==> src/rtl/sgpm_pkg.sv <==
// Shared types and constants for the segment glob path matcher.
package sgpm_pkg;

  localparam logic [7:0] CH_STAR  = 8'h2A;
  localparam logic [7:0] CH_QUEST = 8'h3F;
  localparam logic [7:0] CH_SLASH = 8'h2F;

  localparam logic [1:0] CMD_LOAD = 2'd0;
  localparam logic [1:0] CMD_PATH = 2'd1;
  localparam logic [1:0] CMD_END  = 2'd2;

  localparam logic [1:0] MODE_EXACT = 2'd0;
  localparam logic [1:0] MODE_DIR   = 2'd1;
  localparam logic [1:0] MODE_GLOB  = 2'd2;

  localparam logic REG_MODE = 1'b0;
  localparam logic REG_LEN  = 1'b1;

  typedef struct packed {
    logic [1:0] command;
    logic [5:0] index;
    logic [7:0] value;
  } in_item_t;

  typedef struct packed {
    logic matched;
    logic too_long;
  } out_item_t;

  // Operation carried by the wave that walks the cell chain.
  typedef enum logic [1:0] {
    OP_INIT,
    OP_ADV,
    OP_READ
  } wave_op_t;

  typedef struct packed {
    logic     vld;
    wave_op_t op;
    logic     v;     // column value for the position the wave enters
    logic [1:0] skip;  // positions still inside the current token
    logic     mm;    // literal mismatch seen on this sweep
    logic     fin;   // column bit at the pattern length
  } wave_t;

endpackage

==> src/rtl/sgpm_cell.sv <==
// One pattern position: pattern byte, active and seen bits, one wave stage.
module sgpm_cell #(
  parameter int IDX   = 0,
  parameter int LEN_W = 7,
  parameter int CNT_W = 9
) (
  input  logic                 clk,
  input  logic                 rst_n,
  input  logic                 clr,
  input  logic                 wr_en,
  input  logic [5:0]           wr_idx,
  input  logic [7:0]           wr_data,
  input  logic [LEN_W-1:0]     len,
  input  logic [CNT_W-1:0]     count,
  input  logic [7:0]           path_byte,
  input  sgpm_pkg::wave_t      wave_i,
  output sgpm_pkg::wave_t      wave_o,
  input  logic [7:0]           nb1_byte,
  input  logic [7:0]           nb2_byte,
  input  logic                 nb1_act,
  output logic [7:0]           byte_o,
  output logic                 act_o
);
  import sgpm_pkg::*;

  logic [7:0] byte_r;
  logic       act_r, act_nxt;
  logic       seen_r, seen_nxt;
  wave_t      wave_r, wave_nxt;
  logic       lt0, lt1, lt2, at_len;
  logic       is_slash, is_star, is_dstar, is_w3;

  assign lt0      = IDX < int'(len);
  assign lt1      = (IDX + 1) < int'(len);
  assign lt2      = (IDX + 2) < int'(len);
  assign at_len   = IDX == int'(len);
  assign is_slash = path_byte == CH_SLASH;
  assign is_star  = byte_r == CH_STAR;
  assign is_dstar = is_star && lt1 && (nb1_byte == CH_STAR);
  assign is_w3    = is_dstar && lt2 && (nb2_byte == CH_SLASH);

  always_comb begin
    wave_nxt = wave_i;
    act_nxt  = act_r;
    seen_nxt = seen_r;
    if (wave_i.vld) begin
      case (wave_i.op)
        OP_INIT, OP_ADV: begin
          if (wave_i.op == OP_ADV) begin
            seen_nxt = seen_r | act_r;
            if (lt0 && (IDX == int'(count)) && (byte_r != path_byte)) begin
              wave_nxt.mm = 1'b1;
            end
          end
          if (lt0 && (wave_i.skip == 2'd0)) begin
            // token start: take the incoming value, compute the one after the token
            act_nxt = wave_i.v;
            wave_nxt.skip = is_w3 ? 2'd2 : (is_dstar ? 2'd1 : 2'd0);
            if (wave_i.op == OP_INIT) begin
              wave_nxt.v = is_star & wave_i.v;
            end else if (is_w3) begin
              wave_nxt.v = wave_i.v | ((seen_r | act_r) & is_slash);
            end else if (is_dstar) begin
              wave_nxt.v = wave_i.v | seen_r | act_r;
            end else if (is_star) begin
              wave_nxt.v = wave_i.v | (~is_slash & nb1_act);
            end else if (byte_r == CH_QUEST) begin
              wave_nxt.v = act_r & ~is_slash;
            end else begin
              wave_nxt.v = act_r & (byte_r == path_byte);
            end
          end else if (lt0) begin
            act_nxt = 1'b0;
            wave_nxt.skip = wave_i.skip - 2'd1;
          end else if (at_len) begin
            act_nxt = wave_i.v;
            wave_nxt.fin = wave_i.v;
          end else begin
            act_nxt = 1'b0;
          end
        end
        OP_READ: begin
          if (at_len) begin
            wave_nxt.fin = act_r;
          end
        end
        default: begin
          wave_nxt.vld = 1'b0;
        end
      endcase
    end
  end

  always_ff @(posedge clk) begin
    if (!rst_n) begin
      wave_r.vld <= 1'b0;
      act_r      <= 1'b0;
      seen_r     <= 1'b0;
    end else begin
      wave_r <= wave_nxt;
      if (clr) begin
        act_r  <= 1'b0;
        seen_r <= 1'b0;
      end else begin
        act_r  <= act_nxt;
        seen_r <= seen_nxt;
      end
    end
  end

  always_ff @(posedge clk) begin
    if (wr_en && (int'(wr_idx) == IDX)) begin
      byte_r <= wr_data;
    end
  end

  assign wave_o = wave_r;
  assign byte_o = byte_r;
  assign act_o  = act_r;

endmodule

==> src/rtl/sgpm_chain.sv <==
// Row of pattern cells plus the end position past the last pattern byte.
module sgpm_chain #(
  parameter int PATTERN_MAX = 64,
  parameter int LEN_W       = 7,
  parameter int CNT_W       = 9
) (
  input  logic             clk,
  input  logic             rst_n,
  input  logic             clr,
  input  logic             wr_en,
  input  logic [5:0]       wr_idx,
  input  logic [7:0]       wr_data,
  input  logic [LEN_W-1:0] len,
  input  logic [CNT_W-1:0] count,
  input  logic [7:0]       path_byte,
  input  sgpm_pkg::wave_t  wave_in,
  output sgpm_pkg::wave_t  done_wave
);
  import sgpm_pkg::*;

  wave_t      wave_s [PATTERN_MAX+1];
  logic [7:0] byte_s [PATTERN_MAX+2];
  logic       act_s  [PATTERN_MAX+1];
  logic       tail_act_r, tail_act_nxt;
  logic       tail_at_len;

  assign wave_s[0]             = wave_in;
  assign byte_s[PATTERN_MAX]   = 8'h00;
  assign byte_s[PATTERN_MAX+1] = 8'h00;
  assign act_s[PATTERN_MAX]    = tail_act_r;

  for (genvar g = 0; g < PATTERN_MAX; g++) begin : g_cell
    sgpm_cell #(
      .IDX   (g),
      .LEN_W (LEN_W),
      .CNT_W (CNT_W)
    ) u_cell (
      .clk       (clk),
      .rst_n     (rst_n),
      .clr       (clr),
      .wr_en     (wr_en),
      .wr_idx    (wr_idx),
      .wr_data   (wr_data),
      .len       (len),
      .count     (count),
      .path_byte (path_byte),
      .wave_i    (wave_s[g]),
      .wave_o    (wave_s[g+1]),
      .nb1_byte  (byte_s[g+1]),
      .nb2_byte  (byte_s[g+2]),
      .nb1_act   (act_s[g+1]),
      .byte_o    (byte_s[g]),
      .act_o     (act_s[g])
    );
  end

  // end position: holds the column bit for a full-length pattern
  assign tail_at_len = int'(len) == PATTERN_MAX;

  always_comb begin
    done_wave    = wave_s[PATTERN_MAX];
    tail_act_nxt = tail_act_r;
    if (wave_s[PATTERN_MAX].vld) begin
      case (wave_s[PATTERN_MAX].op)
        OP_INIT, OP_ADV: begin
          tail_act_nxt = tail_at_len & wave_s[PATTERN_MAX].v;
          if (tail_at_len) begin
            done_wave.fin = wave_s[PATTERN_MAX].v;
          end
        end
        OP_READ: begin
          if (tail_at_len) begin
            done_wave.fin = tail_act_r;
          end
        end
        default: begin
          done_wave.vld = 1'b0;
        end
      endcase
    end
  end

  always_ff @(posedge clk) begin
    if (!rst_n) begin
      tail_act_r <= 1'b0;
    end else if (clr) begin
      tail_act_r <= 1'b0;
    end else begin
      tail_act_r <= tail_act_nxt;
    end
  end

endmodule

==> src/rtl/segment_glob_path_matcher.sv <==
// Top level of the segment glob path matcher: control, registers, result.
//
// A load item writes one pattern byte. A path byte item sends a wave down a
// chain of PATTERN_MAX cells, one pattern position a cycle, to update the
// match column; the block takes no new item until the sweep ends, and for the
// first byte of a path an extra sweep first builds the column for the empty
// path. An end-of-path item runs one read sweep (an init sweep for an empty
// path) and then presents its result in an output register; an overlong path
// reports in the next cycle.
module segment_glob_path_matcher #(
  parameter int PATTERN_MAX = 64,
  parameter int PATH_MAX    = 256
) (
  input  logic                clk,
  input  logic                rst_n,
  input  logic                in_valid,
  output logic                in_ready,
  input  sgpm_pkg::in_item_t  in_data,
  output logic                out_valid,
  input  logic                out_ready,
  output sgpm_pkg::out_item_t out_data,
  input  logic                cfg_psel,
  input  logic                cfg_penable,
  input  logic                cfg_pwrite,
  input  logic [2:0]          cfg_paddr,
  input  logic [31:0]         cfg_pwdata,
  output logic [31:0]         cfg_prdata,
  output logic                cfg_pready
);
  import sgpm_pkg::*;

  localparam int LEN_W = $clog2(PATTERN_MAX + 1);
  localparam int CMP_W = (LEN_W > 7) ? LEN_W : 7;
  localparam int CNT_W = $clog2(PATH_MAX + 2);

  typedef enum logic [1:0] {
    ST_IDLE,
    ST_INIT,
    ST_ADV,
    ST_READ
  } state_t;

  state_t           state_r, state_nxt;
  logic             launch_r, launch_nxt;
  logic             end_pend_r, end_pend_nxt;
  logic [CNT_W-1:0] count_r, count_nxt;
  logic             mm_r, mm_nxt;
  logic             bnd_r, bnd_nxt;
  logic [7:0]       b_r, b_nxt;
  logic             out_valid_r, out_valid_nxt;
  out_item_t        out_data_r, out_data_nxt;
  logic [1:0]       mode_r;
  logic [6:0]       len_r;

  logic [CMP_W-1:0] len_ext;
  logic [LEN_W-1:0] eff_len;
  logic             accept, cfg_wr, path_clr, res_match;
  wave_t            wave_in, done_wave;

  assign len_ext = CMP_W'(len_r);
  assign eff_len = (len_ext > CMP_W'(PATTERN_MAX)) ? LEN_W'(PATTERN_MAX) : LEN_W'(len_ext);

  assign in_ready  = (state_r == ST_IDLE) && (!out_valid_r || out_ready);
  assign accept    = in_valid && in_ready;
  assign out_valid = out_valid_r;
  assign out_data  = out_data_r;

  // configuration port
  assign cfg_pready = 1'b1;
  assign cfg_wr     = cfg_psel && cfg_penable && cfg_pwrite && cfg_pready;

  always_ff @(posedge clk) begin
    if (!rst_n) begin
      mode_r <= MODE_GLOB;
      len_r  <= 7'd0;
    end else if (cfg_wr) begin
      case (cfg_paddr[2])
        REG_MODE: mode_r <= cfg_pwdata[1:0];
        REG_LEN:  len_r  <= cfg_pwdata[6:0];
        default:  ;
      endcase
    end
  end

  always_comb begin
    case (cfg_paddr[2])
      REG_MODE: cfg_prdata = {30'd0, mode_r};
      REG_LEN:  cfg_prdata = {25'd0, len_r};
      default:  cfg_prdata = 32'd0;
    endcase
  end

  // wave launched into the first cell in the first cycle of a sweep state
  always_comb begin
    wave_in      = '0;
    wave_in.vld  = launch_r;
    wave_in.v    = state_r == ST_INIT;
    case (state_r)
      ST_INIT: wave_in.op = OP_INIT;
      ST_ADV:  wave_in.op = OP_ADV;
      default: wave_in.op = OP_READ;
    endcase
  end

  sgpm_chain #(
    .PATTERN_MAX (PATTERN_MAX),
    .LEN_W       (LEN_W),
    .CNT_W       (CNT_W)
  ) u_chain (
    .clk       (clk),
    .rst_n     (rst_n),
    .clr       (path_clr),
    .wr_en     (accept && (in_data.command == CMD_LOAD)),
    .wr_idx    (in_data.index),
    .wr_data   (in_data.value),
    .len       (eff_len),
    .count     (count_r),
    .path_byte (b_r),
    .wave_in   (wave_in),
    .done_wave (done_wave)
  );

  always_comb begin
    case (mode_r)
      MODE_EXACT: res_match = !mm_r && (int'(count_r) == int'(eff_len));
      MODE_DIR:   res_match = !mm_r && (int'(count_r) >= int'(eff_len)) &&
                              ((int'(count_r) == int'(eff_len)) || bnd_r);
      MODE_GLOB:  res_match = done_wave.fin;
      default:    res_match = 1'b0;
    endcase
  end

  always_comb begin
    state_nxt     = state_r;
    launch_nxt    = 1'b0;
    end_pend_nxt  = end_pend_r;
    count_nxt     = count_r;
    mm_nxt        = mm_r;
    bnd_nxt       = bnd_r;
    b_nxt         = b_r;
    out_valid_nxt = out_valid_r && !out_ready;
    out_data_nxt  = out_data_r;
    path_clr      = 1'b0;
    case (state_r)
      ST_IDLE: begin
        if (accept) begin
          case (in_data.command)
            CMD_PATH: begin
              if (int'(count_r) >= PATH_MAX) begin
                count_nxt = CNT_W'(PATH_MAX + 1);
              end else begin
                if (int'(count_r) == int'(eff_len)) begin
                  bnd_nxt = in_data.value == CH_SLASH;
                end
                b_nxt        = in_data.value;
                end_pend_nxt = 1'b0;
                launch_nxt   = 1'b1;
                state_nxt    = (count_r == '0) ? ST_INIT : ST_ADV;
              end
            end
            CMD_END: begin
              if (int'(count_r) > PATH_MAX) begin
                out_valid_nxt         = 1'b1;
                out_data_nxt.matched  = 1'b0;
                out_data_nxt.too_long = 1'b1;
                path_clr              = 1'b1;
              end else begin
                end_pend_nxt = 1'b1;
                launch_nxt   = 1'b1;
                state_nxt    = (count_r == '0) ? ST_INIT : ST_READ;
              end
            end
            default: ;
          endcase
        end
      end
      ST_INIT, ST_READ: begin
        if (done_wave.vld) begin
          if (end_pend_r) begin
            out_valid_nxt         = 1'b1;
            out_data_nxt.matched  = res_match;
            out_data_nxt.too_long = 1'b0;
            path_clr              = 1'b1;
            state_nxt             = ST_IDLE;
          end else begin
            launch_nxt = 1'b1;
            state_nxt  = ST_ADV;
          end
        end
      end
      ST_ADV: begin
        if (done_wave.vld) begin
          mm_nxt    = mm_r | done_wave.mm;
          count_nxt = count_r + CNT_W'(1);
          state_nxt = ST_IDLE;
        end
      end
      default: state_nxt = ST_IDLE;
    endcase
    if (path_clr) begin
      count_nxt = '0;
      mm_nxt    = 1'b0;
      bnd_nxt   = 1'b0;
    end
  end

  always_ff @(posedge clk) begin
    if (!rst_n) begin
      state_r     <= ST_IDLE;
      launch_r    <= 1'b0;
      end_pend_r  <= 1'b0;
      count_r     <= '0;
      mm_r        <= 1'b0;
      bnd_r       <= 1'b0;
      out_valid_r <= 1'b0;
    end else begin
      state_r     <= state_nxt;
      launch_r    <= launch_nxt;
      end_pend_r  <= end_pend_nxt;
      count_r     <= count_nxt;
      mm_r        <= mm_nxt;
      bnd_r       <= bnd_nxt;
      out_valid_r <= out_valid_nxt;
    end
    b_r        <= b_nxt;
    out_data_r <= out_data_nxt;
  end

  a_count_bound: assert property (@(posedge clk) disable iff (!rst_n)
    int'(count_r) <= PATH_MAX + 1)
    else $error("path count beyond saturation");

  a_done_in_sweep: assert property (@(posedge clk) disable iff (!rst_n)
    done_wave.vld |-> (state_r != ST_IDLE))
    else $error("sweep finished while idle");

  a_no_launch_done: assert property (@(posedge clk) disable iff (!rst_n)
    launch_r |-> !done_wave.vld)
    else $error("two waves in the chain");

  a_long_no_match: assert property (@(posedge clk) disable iff (!rst_n)
    out_valid_r |-> !(out_data_r.matched && out_data_r.too_long))
    else $error("overlong path reported as matched");

  a_long_result: assert property (@(posedge clk) disable iff (!rst_n)
    (accept && (in_data.command == CMD_END) && (int'(count_r) > PATH_MAX)) |=> out_valid_r)
    else $error("overlong path item gave no result");

endmodule
==> config.mk <==
export PLATFORM = sky130hd
export DESIGN_NAME = segment_glob_path_matcher
export DESIGN_NICKNAME = d
export VERILOG_FILES = /design/src/rtl/sgpm_pkg.sv /design/src/rtl/sgpm_cell.sv /design/src/rtl/sgpm_chain.sv /design/src/rtl/segment_glob_path_matcher.sv
export SDC_FILE = /design/constraint.sdc
export NUM_CORES = 2
export LEC_CHECK = 0
export BUFFER_PORTS_ARGS = -buffer_cell sky130_fd_sc_hd__buf_2
export CORE_UTILIZATION = 60
export DETAILED_ROUTE_END_ITERATION = 16
export PLACE_DENSITY = 0.79
export SKIP_CTS_REPAIR_TIMING = 1
export SLEW_MARGIN = 25
export SYNTH_ARGS = -nofsm -noshare
export SYNTH_HDL_FRONTEND = slang
export SYNTH_SLANG_ARGS = --single-unit
==> constraint.sdc <==
create_clock -name clk -period 3.7 [get_ports clk]
set_input_delay 0 -clock clk [delete_from_list [all_inputs] [get_ports clk]]
set_output_delay 0 -clock clk [all_outputs]
set_load 0.03 [all_outputs]
# Word level (Yosys, flattened, before mapping)
# Cells that the tools add are included.
[op_classes] n_addsub=64 order_cmp=68 n_eq_ne=661 muxes=1515 n_bitwise=579 n_reduce_logical=992
[ops] op="equality test 8 x 6 -> 1 bit, second input constant" count=192
[ops] op="two-way mux 1 bit" count=1103
[ops] op="logical AND 1 bit" count=514
[ops] op="equality test 8 bit" count=64
[ops] op="!= test 8 bit" count=64
[ops] op="two-way mux 2 bit" count=202
[ops] op="two-way mux 5 bit" count=64
[ops] op="OR 1 bit" count=316
[ops] op="equality test 7 x 9 -> 1 bit, first input constant" count=32
[ops] op="AND reduction 2 bit" count=132
[ops] op="zero test 2 bit" count=131
[ops] op="bitwise AND 1 bit" count=256
[ops] op="two-way mux 4 bit" count=64
[ops] op="equality test 7 bit, first input constant" count=32
[ops] op="less-than comparator 6 x 7 -> 1 bit, first input constant" count=32
[ops] op="OR reduction 3 bit" count=65
[ops] op="equality test 6 bit, second input constant" count=32
[ops] op="AND reduction 3 bit" count=64
[ops] op="equality test 6 x 9 -> 1 bit, first input constant" count=16
[ops] op="one-hot mux 1 bit (2 select lines)" count=70
[ops] op="equality test 2 bit, second input constant" count=69
[ops] op="equality test 2 x 1 -> 1 bit, second input constant" count=68
[ops] op="OR reduction 2 bit" count=67
[ops] op="subtractor 2 x 1 -> 2 bit, second input constant" count=63
[ops] op="48 further kinds" count=167
[word_totals] regBits=1185 inputBits=58 output_inout_bits=37 word_cells=4467

# Longest topological paths before layout
[logic_depth] word_depth=12 depth_mapped=14 ltp_nobuf=9

# Worst setup path after synthesis
# Ideal clock, no wire load.
[synth_path] path_type="reg2reg" from="register b_r[4]" to="register u_chain.g_cell[25].u_cell.wave_r (netlist bit u_chain.g_cell[25].u_cell.wave_o[4]), data pin" setup_time_ns=0.256 arrival_time_ns=2.320 required_ns=3.444 slack_ns=1.123 path_stages_with_launch=9 path_buffers=3 period_less_slack_ns=2.577 cell_sequence="edfxtp_1 > or4b_1 > or2_2 > clkbuf_1 > clkbuf_1 > buf_1 > o311ai_0 > o21ai_0 > a22o_1"
[synth_rtl] element="from (decl)" line="segment_glob_path_matcher.sv:49" text="logic [7:0] b_r, b_nxt;"
[synth_rtl] element="from (signal assigned)" line="segment_glob_path_matcher.sv:225" text="b_r <= b_nxt;"
[synth_rtl] element="to (signal assigned)" line="sgpm_cell.sv:100" text="wave_r <= wave_nxt;"
[synth_rtl] element="to (decl)" line="sgpm_cell.sv:29" text="wave_t wave_r, wave_nxt;"

==> flow_summary.yaml <==
grt:
  antenna_found_initial: 11
  grt_max_degree: 146
  overflow: 0
  met1_usage_pct: 46.7
  use_met2_pct: 55.2
  met3_usage_pct: 8.37
  grt_pass1_wl_um: 280000
  track_usage_pct: 35.9
  globalRoute.busiestLayer: "met2"
  first_global_vias: 47300
floorplan:
  rows: 116
  start_util_pct: 60.9
  fp.dieArea_sq_mm: 0.103
  fp.dieH_um: 322
  io_pins: 95
  core_sq_mm: 0.101
  die_w_um: 322
outcome:
  status: "completed"
final_layout:
  layout.nets: 6197
  nFillCells: 7312
  multi_input_area_sq_mm: 0.0262
  fin_area_sq_mm: 0.0678
  area_delta_synth_final_pct: 10.6
  drive_gt1_share_pct: 6.39
  regArea_sq_mm: 0.0334
critical_path:
  cp_slowest_cell: "dfxtp_1"
  path_max_fanout: 22
  r2r-start: "len_ext[5]$_SDFFE_PN0P_"
  cp_cell_sequence: "or2_2, a31oi_1, nor4_1, inv_1, o22ai_1, a31oi_1, a22o_1"
  startpoint_type: "flop"
  r2r_cells: 7
  cpMostUsedCell: "a31oi_1"
  cp.arrival_ns: 3.77
  crit_type: "flop to flop"
  worstPathRequired_ns: 4.16
  slowest_delay_ns: 0.83
  end_kind: "flop"
  cp-startpoint: "len_ext[5]$_SDFFE_PN0P_"
clock_tree:
  cts_tree: "built"
  clock_path_buffers: 3
  clk-insertion-delay-late_ns: 0.73
  cts_max_level: 3
  cts_buffers: 117
  clkTransAtPathRegs_ns: 0.07
  clockRootBuffer: "clkbuf_16"
  clock_sinks: 1185
routing:
  antenna_left: 0
  vias_per_cell: 6.69
  finalWirelength_um: 190000
  wl_per_cell_um: 25.2
  num_vias: 50400
  drc_errors: 0
  drt_iter0_markers: 7237
  first_pass_iters: 8
sta:
  tightest_slew_ns: 1.15
  rsz0062_at_grt: "false"
  hold_violations: 0
  max_slew_margin_pct: 23.3
  fin_crit_sh_pct: 89.4
  fin_skew_ns: 0.0380
  tns_ns: 0
  drv_slew: 0
  report.final.setup_viol: 0
  period_needed_ns: 3.31
  fmax_ghz: 0.302
flow_run:
  drv_cap: 0
yosys:
  synth_cell_types: 83
  synth_seq_area_share_pct: 54.5
  syn_area_sq_mm: 0.0613
  yosys_warnings: 0
  synthCells: 5958
  synth_area_per_cell_sq_um: 10.3
  synthArstFlopShare_pct: 0
  synthFlopType: "edfxtp_1"
  synth-edff-count: 968
  ys_ff_latch: 1185
placement:
  port_buffers: 41
  place_hpwl_um: 123000
  gp_congestion: 1.01
  dpl_cell_area_sq_mm: 0.0633
pwr:
  pwr_density_cell_mw_per_mm2: 444
  p_leak_nw: 23.5
  ir_worst_vdd_mv: 0.497
worst_hold_path:
  min_path_type: "input port to flop"
  worstHoldPathCells: 4
  hold_start: "in_valid"
cells in the final DEF, fill, tap and decap left out, types with 84 or more instances in the layout:
| cell | netlist | routed |
|---|---|---|
| a21oi_1 | 322 | 322 |
| a31oi_1 | 178 | 178 |
| and3_1 | 88 | 88 |
| buf_4 | 26 | 95 |
| clkbuf_16 | 0 | 119 |
| dfxtp_1 | 217 | 215 |
| edfxtp_1 | 968 | 968 |
| inv_1 | 215 | 215 |
| nand2_1 | 627 | 626 |
| nand2b_1 | 92 | 91 |
| nand3_1 | 190 | 190 |
| nand4_1 | 110 | 110 |
| nor2_1 | 648 | 647 |
| nor2b_1 | 84 | 84 |
| nor3_1 | 151 | 149 |
| nor3b_1 | 103 | 102 |
| nor4_1 | 164 | 164 |
| o21ai_0 | 290 | 290 |
| xor2_1 | 466 | 466 |
worst max-delay path, delay by kind of cell, from the launching register on:
family | cells | cell delay, ns
buf+inv | 1 | 0.14
compound gates | 4 | 0.84
simple gates | 2 | 1.22
flops | 1 | 0.83
cell families (layout without fill, tap and decap cells):
group | Yosys count | after routing | share of synthesized area (%)
compound gates | 1185 | 1185 | 12.0
simple gates | 2468 | 2468 | 19.9
flops | 1185 | 1185 | 54.5
fa+ha+maj | 80 | 80 | 1.63
xor+xnor | 517 | 517 | 7.39
other cells | 2 | 34 | 0.0123
buf+inv | 427 | 608 | 2.99
mux | 94 | 94 | 1.56
stage by stage:
| step | total power (W) | setup WS, ns | hold slack, ns | utilization (%) | std cells |
|---|---|---|---|---|---|
| after CTS | 0.0300 | 0.551 | -0.518 | 67.1 | 7494 |
| after floorplan | 0.0165 | 1.12 | 0.0989 | - | 5982 |
| final | 0.0301 | 0.392 | 0.0341 | 67.4 | 7528 |
| after detailed placement | 0.0174 | 0.590 | 0.230 | 62.9 | 7271 |
| after global routing | 0.0308 | 0.281 | 0.00785 | 67.3 | 7520 |
| after global placement | 0.0173 | 0.691 | 0.230 | 62.9 | 7271 |
layer usage:
| layer | routed length (um) | part of all wire (%) |
|---|---|---|
| met1 | 70000 | 37 |
| met2 | 84000 | 44 |
| met3 | 23100 | 12 |
| met4 | 12700 | 6.7 |
| met5 | 55 | 0.029 |
report_power, final:
| part | internal, W | switching [W] | leakage, nW |
|---|---|---|---|
| Combinational | 0.000628 | 0.00145 | 10.6 |
| Sequential | 0.0148 | 0.000334 | 10.8 |
| Clock | 0.00760 | 0.00530 | 2.03 |
registers in the layout (all words and copies together), names as in the netlist, 7 cells and up:
name,flops
u_chain.g_cell.u_cell.seen_r,63
u_chain.g_cell.u_cell.act_o,64
len_ext,7
count_r,9
b_r,8
u_chain.g_cell.u_cell.byte_o,512
u_chain.g_cell.u_cell.wave_o,510
cells in the mapped netlist, drive strengths merged, types with 84 or more instances:
cell / number / area share [%]
o21ai: 292 / 2.4
nor3b: 103 / 1.3
and3: 88 / 0.90
nor3: 151 / 1.2
clkbuf: 100 / 0.61
nor2b: 84 / 0.86
nand2: 628 / 3.9
a21oi: 322 / 2.6
xor2: 466 / 6.7
edfxtp: 968 / 47
a31oi: 178 / 1.8
nor2: 648 / 4.0
nand2b: 92 / 0.94
buf: 112 / 1.1
nand3: 190 / 1.6
dfxtp: 217 / 7.1
inv: 215 / 1.3
nor4: 164 / 1.7
nand4: 110 / 1.1
worst paths after layout:
| path | to | slack [ns] |
|---|---|---|
| min reg2reg | u_chain.g_cell[1].u_cell.wave_o[7]$_SDFF_PN0_ | 0.46 |
| max reg2reg | u_chain.g_cell[27].u_cell.wave_o[4]$_DFFE_PP_ | 0.39 |
| max | u_chain.g_cell[27].u_cell.wave_o[4]$_DFFE_PP_ | 0.39 |
| min | launch_r$_SDFF_PN0_ | 0.03 |
cell type report:
cell class	instances	share of cell area, %
inverter	215	1.19
multi-input combinational	4370	38.6
timing repair buffer	170	2.16
clock buffer	152	4.74
tap	1357	2.51
sequential	1185	49.3
antenna	8	0.0295
clock inverter	71	1.43
No activity file was read; power rests on OpenSTA's default activity.
